File: config.mk
export PLATFORM = sky130hd
export DESIGN_NAME = tlb_fifo_lru_translation_core
export DESIGN_NICKNAME = d
export VERILOG_FILES = /design/src/hw/rtl/tlb_pkg.sv /design/src/hw/rtl/tlb_cell.sv /design/src/hw/rtl/tlb_fifo_lru_translation_core.sv
export SDC_FILE = /design/constraint.sdc
export NUM_CORES = 2
export LEC_CHECK = 0
export BUFFER_PORTS_ARGS = -buffer_cell sky130_fd_sc_hd__buf_2
export CAP_MARGIN = 20
export CELL_PAD_IN_SITES_DETAIL_PLACEMENT = 1
export CELL_PAD_IN_SITES_GLOBAL_PLACEMENT = 2
export CORE_ASPECT_RATIO = 1.2
export CORE_MARGIN = 2
export CORE_UTILIZATION = 40
export CTS_CLUSTER_SIZE = 20
export DETAILED_ROUTE_END_ITERATION = 10
export PLACE_DENSITY_LB_ADDON = 0.1
export RECOVER_POWER = 25
export SLEW_MARGIN = 20
export SYNTH_ARGS = -nofsm -noshare
export SYNTH_HDL_FRONTEND = slang
export SYNTH_SLANG_ARGS = --single-unit
File: constraint.sdc
create_clock -name i_clk -period 24.5 [get_ports i_clk]
set_input_delay 2.45 -clock i_clk [delete_from_list [all_inputs] [get_ports i_clk]]
set_output_delay 2.45 -clock i_clk [all_outputs]
set_load 0.05 [all_outputs]
File: src/hw/rtl/tlb_pkg.sv
package tlb_pkg;

    localparam int OP_W    = 2;
    localparam int PROC_W  = 16;
    localparam int PAGE_W  = 20;
    localparam int FRAME_W = 20;
    localparam int CFG_W   = 5;
    localparam int TDATA_W = 64;
    localparam int APB_W   = 32;
    localparam int PADDR_W = 3;

    localparam logic [OP_W-1:0] OP_LOOKUP = 2'd0;
    localparam logic [OP_W-1:0] OP_ADD    = 2'd1;
    localparam logic [OP_W-1:0] OP_FLUSH  = 2'd2;

    localparam logic REG_TLB_ENTRIES = 1'b0;
    localparam logic REG_LRU_MODE    = 1'b1;

    typedef struct packed {
        logic [PROC_W-1:0]  proc_id;
        logic [PAGE_W-1:0]  page_num;
        logic [FRAME_W-1:0] frame;
    } t_entry;

    typedef enum logic [2:0] {
        CO_HOLD,
        CO_LRU,
        CO_ADD_EVICT,
        CO_ADD,
        CO_FLUSH,
        CO_CLEAR
    } t_cell_op;

    // Broadcast to every cell of the row in each cycle.
    typedef struct packed {
        t_cell_op          op;
        t_entry            ld;
    } t_cell_ctl;

    typedef enum logic [1:0] {
        S_IDLE = 2'b01,
        S_EXEC = 2'b10
    } t_state;

endpackage

File: src/hw/rtl/tlb_cell.sv
module tlb_cell #(
    parameter int IDX    = 0,
    parameter int FILL_W = 5
) (
    input  logic                        i_clk,
    input  logic                        i_rst_n,
    input  tlb_pkg::t_cell_ctl          i_ctl,
    input  logic [tlb_pkg::PROC_W-1:0]  i_key_proc,
    input  logic [tlb_pkg::PAGE_W-1:0]  i_key_page,
    input  logic [FILL_W-1:0]           i_fill,
    input  logic                        i_found,
    input  tlb_pkg::t_entry             i_right,
    input  logic                        i_right_valid,
    output logic                        o_found,
    output tlb_pkg::t_entry             o_entry,
    output logic                        o_valid,
    output tlb_pkg::t_entry             o_sel
);

    tlb_pkg::t_entry r_entry;
    tlb_pkg::t_entry n_entry;
    logic            r_valid;
    logic            n_valid;
    logic            in_use;
    logic            is_last;
    logic            is_next;
    logic            match;

    assign in_use  = FILL_W'(IDX) < i_fill;
    assign is_last = i_fill == FILL_W'(IDX + 1);
    assign is_next = i_fill == FILL_W'(IDX);
    assign match   = r_valid && in_use && (r_entry.proc_id == i_key_proc)
                     && (r_entry.page_num == i_key_page);

    // The oldest matching entry wins, so the found flag ripples from old to new.
    assign o_found = i_found | match;
    assign o_sel   = (match && !i_found) ? r_entry : '0;
    assign o_entry = r_entry;
    assign o_valid = r_valid;

    always_comb begin
        n_entry = r_entry;
        n_valid = r_valid;
        case (i_ctl.op)
            tlb_pkg::CO_LRU: begin
                // Entries younger than the hit move one place toward the old end.
                if (o_found && is_last) begin
                    n_entry = i_ctl.ld;
                    n_valid = 1'b1;
                end else if (o_found && in_use) begin
                    n_entry = i_right;
                    n_valid = i_right_valid;
                end
            end
            tlb_pkg::CO_ADD_EVICT: begin
                if (is_last) begin
                    n_entry = i_ctl.ld;
                    n_valid = 1'b1;
                end else if (in_use) begin
                    n_entry = i_right;
                    n_valid = i_right_valid;
                end
            end
            tlb_pkg::CO_ADD: begin
                if (is_next) begin
                    n_entry = i_ctl.ld;
                    n_valid = 1'b1;
                end
            end
            tlb_pkg::CO_FLUSH, tlb_pkg::CO_CLEAR: begin
                n_valid = 1'b0;
            end
            default: begin
            end
        endcase
    end

    always_ff @(posedge i_clk) begin
        r_entry <= n_entry;
        if (!i_rst_n) begin
            r_valid <= 1'b0;
        end else begin
            r_valid <= n_valid;
        end
    end

endmodule

File: src/hw/rtl/tlb_fifo_lru_translation_core.sv
// Fully associative TLB built as a row of entry cells kept in age order, the
// oldest at the left. Each item is captured in S_IDLE; then, in S_EXEC, every
// cell compares the key at once and the row shifts to drop, append or move
// an entry to the newest end. The next item is taken once S_EXEC is done,
// while the result may still wait in the output register; no new item is
// taken while one is in S_EXEC. If the previous result is still unread when
// an item reaches S_EXEC, S_EXEC holds until the output register frees up.
// A write to either register empties the store in the cycle of the write;
// no clearing pass follows reset.
module tlb_fifo_lru_translation_core #(
    parameter int MAX_ENTRIES = 16
) (
    input  logic                          i_clk,
    input  logic                          i_rst_n,
    input  logic                          s_axis_tvalid,
    output logic                          s_axis_tready,
    // op[1:0], proc_id[17:2], page_num[37:18], frame_in[57:38], zeros above
    input  logic [tlb_pkg::TDATA_W-1:0]   s_axis_tdata,
    output logic                          m_axis_tvalid,
    input  logic                          m_axis_tready,
    // hit[0], frame_out[20:1], evicted[21], evicted_proc[37:22],
    // evicted_page[57:38], zeros above
    output logic [tlb_pkg::TDATA_W-1:0]   m_axis_tdata,
    input  logic                          psel,
    input  logic                          penable,
    input  logic                          pwrite,
    input  logic [tlb_pkg::PADDR_W-1:0]   paddr,
    input  logic [tlb_pkg::APB_W-1:0]     pwdata,
    output logic [tlb_pkg::APB_W-1:0]     prdata,
    output logic                          pready
);

    localparam int FILL_W = $clog2(MAX_ENTRIES + 1);
    localparam int CNT_W  = (FILL_W > tlb_pkg::CFG_W) ? FILL_W : tlb_pkg::CFG_W;
    localparam int PAD_W  = tlb_pkg::TDATA_W - 1 - tlb_pkg::FRAME_W - 1
                            - tlb_pkg::PROC_W - tlb_pkg::PAGE_W;

    tlb_pkg::t_state                r_state;
    tlb_pkg::t_state                n_state;
    logic [tlb_pkg::CFG_W-1:0]      r_tlb_entries;
    logic                           r_lru_mode;
    logic [FILL_W-1:0]              r_fill;
    logic [FILL_W-1:0]              n_fill;
    logic [tlb_pkg::OP_W-1:0]       r_op;
    tlb_pkg::t_entry                r_key;
    logic                           r_out_valid;
    logic                           r_hit;
    logic [tlb_pkg::FRAME_W-1:0]    r_frame_out;
    logic                           r_evicted;
    logic [tlb_pkg::PROC_W-1:0]     r_ev_proc;
    logic [tlb_pkg::PAGE_W-1:0]     r_ev_page;

    logic                           cfg_wr;
    logic                           in_acc;
    logic                           do_exec;
    logic [CNT_W-1:0]               eff_cnt;
    logic                           enabled;
    logic                           evict;
    logic                           hit;
    tlb_pkg::t_cell_ctl             ctl;
    tlb_pkg::t_entry                sel_or;

    logic                           found [MAX_ENTRIES+1];
    tlb_pkg::t_entry                ent   [MAX_ENTRIES];
    logic                           vld   [MAX_ENTRIES];
    tlb_pkg::t_entry                sel   [MAX_ENTRIES];

    assign pready        = 1'b1;
    assign cfg_wr        = psel && penable && pwrite && pready;
    assign s_axis_tready = (r_state == tlb_pkg::S_IDLE);
    assign in_acc        = s_axis_tvalid && s_axis_tready;
    assign do_exec       = (r_state == tlb_pkg::S_EXEC) && (!r_out_valid || m_axis_tready);

    assign eff_cnt = (CNT_W'(r_tlb_entries) > CNT_W'(MAX_ENTRIES)) ?
                     CNT_W'(MAX_ENTRIES) : CNT_W'(r_tlb_entries);
    assign enabled = eff_cnt != '0;
    assign evict   = (CNT_W'(r_fill) >= eff_cnt) && (r_fill != '0);
    assign hit     = (r_op == tlb_pkg::OP_LOOKUP) && enabled && found[MAX_ENTRIES];

    always_comb begin
        prdata = '0;
        case (paddr[2])
            tlb_pkg::REG_TLB_ENTRIES: prdata = tlb_pkg::APB_W'(r_tlb_entries);
            tlb_pkg::REG_LRU_MODE:    prdata = tlb_pkg::APB_W'(r_lru_mode);
            default:                  prdata = '0;
        endcase
    end

    always_comb begin
        sel_or = '0;
        for (int i = 0; i < MAX_ENTRIES; i++) begin
            sel_or = sel_or | sel[i];
        end
    end

    always_comb begin
        ctl.ld = r_key;
        ctl.op = tlb_pkg::CO_HOLD;
        if (cfg_wr) begin
            ctl.op = tlb_pkg::CO_CLEAR;
        end else if (do_exec) begin
            case (r_op)
                tlb_pkg::OP_LOOKUP: begin
                    if (hit && r_lru_mode) begin
                        ctl.op = tlb_pkg::CO_LRU;
                        ctl.ld = sel_or;
                    end
                end
                tlb_pkg::OP_ADD: begin
                    if (enabled) begin
                        ctl.op = evict ? tlb_pkg::CO_ADD_EVICT : tlb_pkg::CO_ADD;
                    end
                end
                tlb_pkg::OP_FLUSH: ctl.op = tlb_pkg::CO_FLUSH;
                default:           ctl.op = tlb_pkg::CO_HOLD;
            endcase
        end
    end

    always_comb begin
        n_fill = r_fill;
        if (ctl.op == tlb_pkg::CO_CLEAR) begin
            n_fill = '0;
        end else if (ctl.op == tlb_pkg::CO_ADD) begin
            n_fill = r_fill + FILL_W'(1);
        end
    end

    always_comb begin
        n_state = r_state;
        case (r_state)
            tlb_pkg::S_IDLE: if (in_acc) n_state = tlb_pkg::S_EXEC;
            tlb_pkg::S_EXEC: if (do_exec) n_state = tlb_pkg::S_IDLE;
            default:         n_state = tlb_pkg::S_IDLE;
        endcase
    end

    assign found[0] = 1'b0;

    for (genvar g = 0; g < MAX_ENTRIES; g++) begin : g_cell
        tlb_pkg::t_entry right;
        logic            right_valid;
        if (g == MAX_ENTRIES - 1) begin : g_end
            assign right       = '0;
            assign right_valid = 1'b0;
        end else begin : g_mid
            assign right       = ent[g+1];
            assign right_valid = vld[g+1];
        end
        tlb_cell #(
            .IDX    (g),
            .FILL_W (FILL_W)
        ) u_cell (
            .i_clk         (i_clk),
            .i_rst_n       (i_rst_n),
            .i_ctl         (ctl),
            .i_key_proc    (r_key.proc_id),
            .i_key_page    (r_key.page_num),
            .i_fill        (r_fill),
            .i_found       (found[g]),
            .i_right       (right),
            .i_right_valid (right_valid),
            .o_found       (found[g+1]),
            .o_entry       (ent[g]),
            .o_valid       (vld[g]),
            .o_sel         (sel[g])
        );
    end

    always_ff @(posedge i_clk) begin
        if (in_acc) begin
            r_op           <= s_axis_tdata[1:0];
            r_key.proc_id  <= s_axis_tdata[17:2];
            r_key.page_num <= s_axis_tdata[37:18];
            r_key.frame    <= s_axis_tdata[57:38];
        end
        if (do_exec) begin
            r_hit       <= hit;
            r_frame_out <= hit ? sel_or.frame : '0;
            r_evicted   <= (ctl.op == tlb_pkg::CO_ADD_EVICT);
            r_ev_proc   <= (ctl.op == tlb_pkg::CO_ADD_EVICT) ? ent[0].proc_id : '0;
            r_ev_page   <= (ctl.op == tlb_pkg::CO_ADD_EVICT) ? ent[0].page_num : '0;
        end
    end

    always_ff @(posedge i_clk) begin
        if (!i_rst_n) begin
            r_state       <= tlb_pkg::S_IDLE;
            r_tlb_entries <= tlb_pkg::CFG_W'(4);
            r_lru_mode    <= 1'b0;
            r_fill        <= '0;
            r_out_valid   <= 1'b0;
        end else begin
            r_state <= n_state;
            r_fill  <= n_fill;
            if (cfg_wr) begin
                case (paddr[2])
                    tlb_pkg::REG_TLB_ENTRIES: r_tlb_entries <= pwdata[tlb_pkg::CFG_W-1:0];
                    tlb_pkg::REG_LRU_MODE:    r_lru_mode    <= pwdata[0];
                    default: begin
                    end
                endcase
            end
            if (do_exec) begin
                r_out_valid <= 1'b1;
            end else if (m_axis_tready) begin
                r_out_valid <= 1'b0;
            end
        end
    end

    assign m_axis_tvalid = r_out_valid;
    assign m_axis_tdata  = {{PAD_W{1'b0}}, r_ev_page, r_ev_proc, r_evicted, r_frame_out, r_hit};

    // The list never grows beyond the row of cells.
    a_fill_bound: assert property (@(posedge i_clk) disable iff (!i_rst_n)
        r_fill <= FILL_W'(MAX_ENTRIES))
        else $error("fill count beyond the number of cells");

    // A register write leaves the store empty.
    a_cfg_clears: assert property (@(posedge i_clk) disable iff (!i_rst_n)
        cfg_wr |=> (r_fill == '0))
        else $error("store not emptied by a register write");

    // A result reports either a hit or an eviction, never both.
    a_hit_xor_evict: assert property (@(posedge i_clk) disable iff (!i_rst_n)
        r_out_valid |-> !(r_hit && r_evicted))
        else $error("hit and eviction in one result");

    // An item waiting for a blocked output stays in the execute state.
    a_exec_holds: assert property (@(posedge i_clk) disable iff (!i_rst_n)
        (r_state == tlb_pkg::S_EXEC) && r_out_valid && !m_axis_tready
        |=> (r_state == tlb_pkg::S_EXEC))
        else $error("item left execute while the output was blocked");

endmodule

==> metrics <==
core area 133900 um^2; num rows 147; CP max FO 86; Starting Density 0.4038; Mean Syn Cell Area 11.42 um^2; Post-synth EDFFs 1012; GRT Util Overall 0.2791; CTS resizes 0; sw frac 0.2362; drt first pass iters 7; NumNets Final 4840; fillers 14280; CTS tree built; CP startpoint r_key[43]; Slew Viols, Final 1009; # DRC 0; Buffers on Ports 135; commonest cells after routing, fill and taps aside edfxtp_1, nand2_1, xnor2_1, o21ai_0, mux2_2; Post-CTS Setup Repair Bufs 0; vias in the first global route 39330; violated checks max-capacitance violations, max-slew violations; worst vdd rail ir drop 0.05224 mV; met3 WL 8.662 mm; Mapped Area 54070 um^2; clock skew 0.02723 ns; post-DR vias/cell 5.736; drt total wl 193.4 mm; HPWL Detailed 137.2 mm; DR iter-0 viols 3312; cts bufs inserted 114; PwrDens 64.34 nW/um^2; DR WL met2 94.93 mm; clock power share 0.440; synth warn 0; htree depth 3; wire per inst 29.26 um; Top Ports 205; crit start category flop; worst reg2reg path startpoint r_key[43]; ys flop type edfxtp_1; WL met1 81.49 mm; die height 406.7 um; RSZ-0062 raised after global routing false; hold_sp g_cell[12].u_cell.o_valid; Root Driver clkbuf_16; Yosys cell types 82; Reg area 30990 um^2; Post-synth ARST share 0; CP Capture Type flop; status complete, but fails checks; WP data required 24.80 ns; Post-Route Setup TNS 0 ns; Setup Viol. Count Final 0; Clk Latency, worst-skew pair 0.75 ns; first-pass GRT wire length 281.1 mm; Syn Inst Count 4734; multi-input logic area 21190 um^2; Crit-path slowest cell clkbuf_1; Tightest Hold Check Type flop to flop; minimum clock period 11.55 ns; register bit total from synthesis 1042; crit-path cells clkbuf_1 > clkbuf_1 > xnor2_1 > nand4_1 > a211oi_1 > nand3_1 > clkbuf_1 > or4b_1 > nor4_1 > clkbuf_1 > o21ai_0 > clkbuf_1 > o21bai_4 > clkbuf_1 > o21ai_0; Max Root-Sink Buffers 3; # clock sinks 1042; P_leak 20.70 nW; CP most frequent cell clkbuf_1; sequential fraction of the synthesis area 0.5732; Reg clk slew, reported paths 0.07 ns; Max Cap Viol 19; share of cells above drive strength 1 0.1539; final worst-path cycle share 0.4715; Worst-Margin Slew 4.634 ns; Syn-to-layout area delta 10.64%; GPL Wtd Cong 0.8913; Cell Int Power 2.940 mW; hold buffers post-CTS 0; highest metal used met4; Fin. Hold Viols 0; Seq pwr share 0.508; Crit Path Class flop to flop; GR Overflow Total 0; WP data arrival 11.85 ns; share of total power in combinational logic 0.052; fmax 86.58 MHz; net switching power 0.9089 mW; Rel. slew slack -2.089; via total after detailed routing 37920; Die ar. 138100 um^2; commonest non-fill, non-tap cell in the layout edfxtp_1; Die W 339.6 um; largest net degree at the start of global routing 87; fin util 0.4467; initial antenna violation count 5; crit-path max cell delay 3.25 ns; antenna viol nets, final 0; Tot Pwr 3.849 mW
-- sequential cells by signal, summed over array words and instances, names as in the netlist, 2 cells and up --
name,cells
r_ev_proc,16
r_state,2
r_op,2
r_tlb_entries,5
r_fill,5
g_cell.u_cell.o_valid,16
r_ev_page,20
g_cell.u_cell.o_entry,896
r_frame_out,20
r_key,56
-- worst max-delay path, delay by kind of cell, from the launching register on --
kind            cells  cell delay, ns
flops               1            0.33
compound gates      4            1.00
xor+xnor            1            0.18
buf+inv             6            7.93
simple gates        4            1.52
-- routing by layer --
| layer | up-vias | GRT usage |
|---|---|---|
| met5 | - | 0 |
| met4 | 0 | 0.1132 |
| met3 | 308 | 0.03025 |
| met2 | 974 | 0.4809 |
| met1 | 19620 | 0.3589 |
| li1 | 17020 | - |
-- cell type report --
type / count / area share
Antenna cell: 1 / 0.00004183
Clock buffer: 153 / 0.05150
Clock inverter: 58 / 0.007593
Inverter: 71 / 0.004455
Multi-Input combinational cell: 3217 / 0.3542
Sequential cell: 1042 / 0.5181
Tap cell: 1788 / 0.03740
Timing Repair Buffer: 280 / 0.02673
-- worst paths after layout --
check                                      end  slack [ns]  depth (start not counted)
setup reg to reg  g_cell[8].u_cell.o_entry[13]       12.95                         15
setup / recovery  g_cell[8].u_cell.o_entry[13]       12.95                         15
hold / removal       g_cell[12].u_cell.o_valid        0.49                          2
hold reg to reg      g_cell[12].u_cell.o_valid        0.49                          2
-- power groups by stage --
| stage | clock, mW | sequential, mW | combinational, mW |
|---|---|---|---|
| floorplan | 0 | 1.99 | 0.128 |
| global placement | 0 | 1.99 | 0.200 |
| detailed placement | 0 | 1.99 | 0.202 |
| CTS | 1.73 | 1.95 | 0.203 |
| global route | 1.79 | 1.96 | 0.213 |
| finish | 1.69 | 1.96 | 0.201 |
-- kinds of logic (layout without fill, tap and decap cells) --
kind of cell,count (synthesis),after routing,synth area share
AOI/OAI and AO/OA,806,806,0.09749
xor gates and xnor gates,558,558,0.09039
adders and majority gates,8,8,0.001851
buffers and inverters,507,562,0.04263
DFF,1042,1042,0.5732
muxes,324,324,0.06716
other,2,35,0.0001389
and+or+nand+nor,1487,1487,0.1272
-- through the flow --
stage / cells / hold slack (ns) / instance area, um^2 / setup WS [ns]
2_1_floorplan: 4766 / 0.4429 / 54190 / 12.46
3_3_place_gp: 6398 / 0.4717 / 56520 / 15.90
3_5_place_dp: 6398 / 0.4818 / 56520 / 15.81
4_1_cts: 6609 / 0.4913 / 60060 / 16.62
5_1_grt: 6609 / 0.5236 / 59820 / 12.44
6_report: 6610 / 0.4916 / 59820 / 12.95
-- cells in the mapped netlist, drive strengths merged, types with 7 or more instances --
library cell,count,area [um^2]
a31oi,10,62.56
nand3,68,340.3
a211oi,8,60.06
o22ai,16,100.1
nor4bb,10,100.1
nor2b,13,81.33
o31ai,174,1396
a221o,14,140.1
a222oi,24,240.2
a22oi,17,127.6
nor2,121,466.7
ha,8,100.1
nor3,37,207.7
a21o,20,150.1
nor4,70,437.9
and2,100,625.6
nand4,106,663.1
mux2i,14,140.1
inv,70,262.8
o211ai,15,112.6
mux2,310,3491
a22o,14,122.6
xor2,180,1577
nand2,869,3262
a2111oi,9,78.83
o2111ai,15,131.4
or4,7,52.55
a21oi,66,330.3
dfxtp,30,600.6
a21boi,13,97.59
edfxtp,1012,30390
or3,8,50.05
nor3b,11,93.84
or3b,16,140.1
nand2b,19,118.9
and3,13,81.33
o21ai,348,1742
buf,234,1279
xnor2,378,3311
clkbuf,202,759.5
Power figures use the tool's default switching activity.
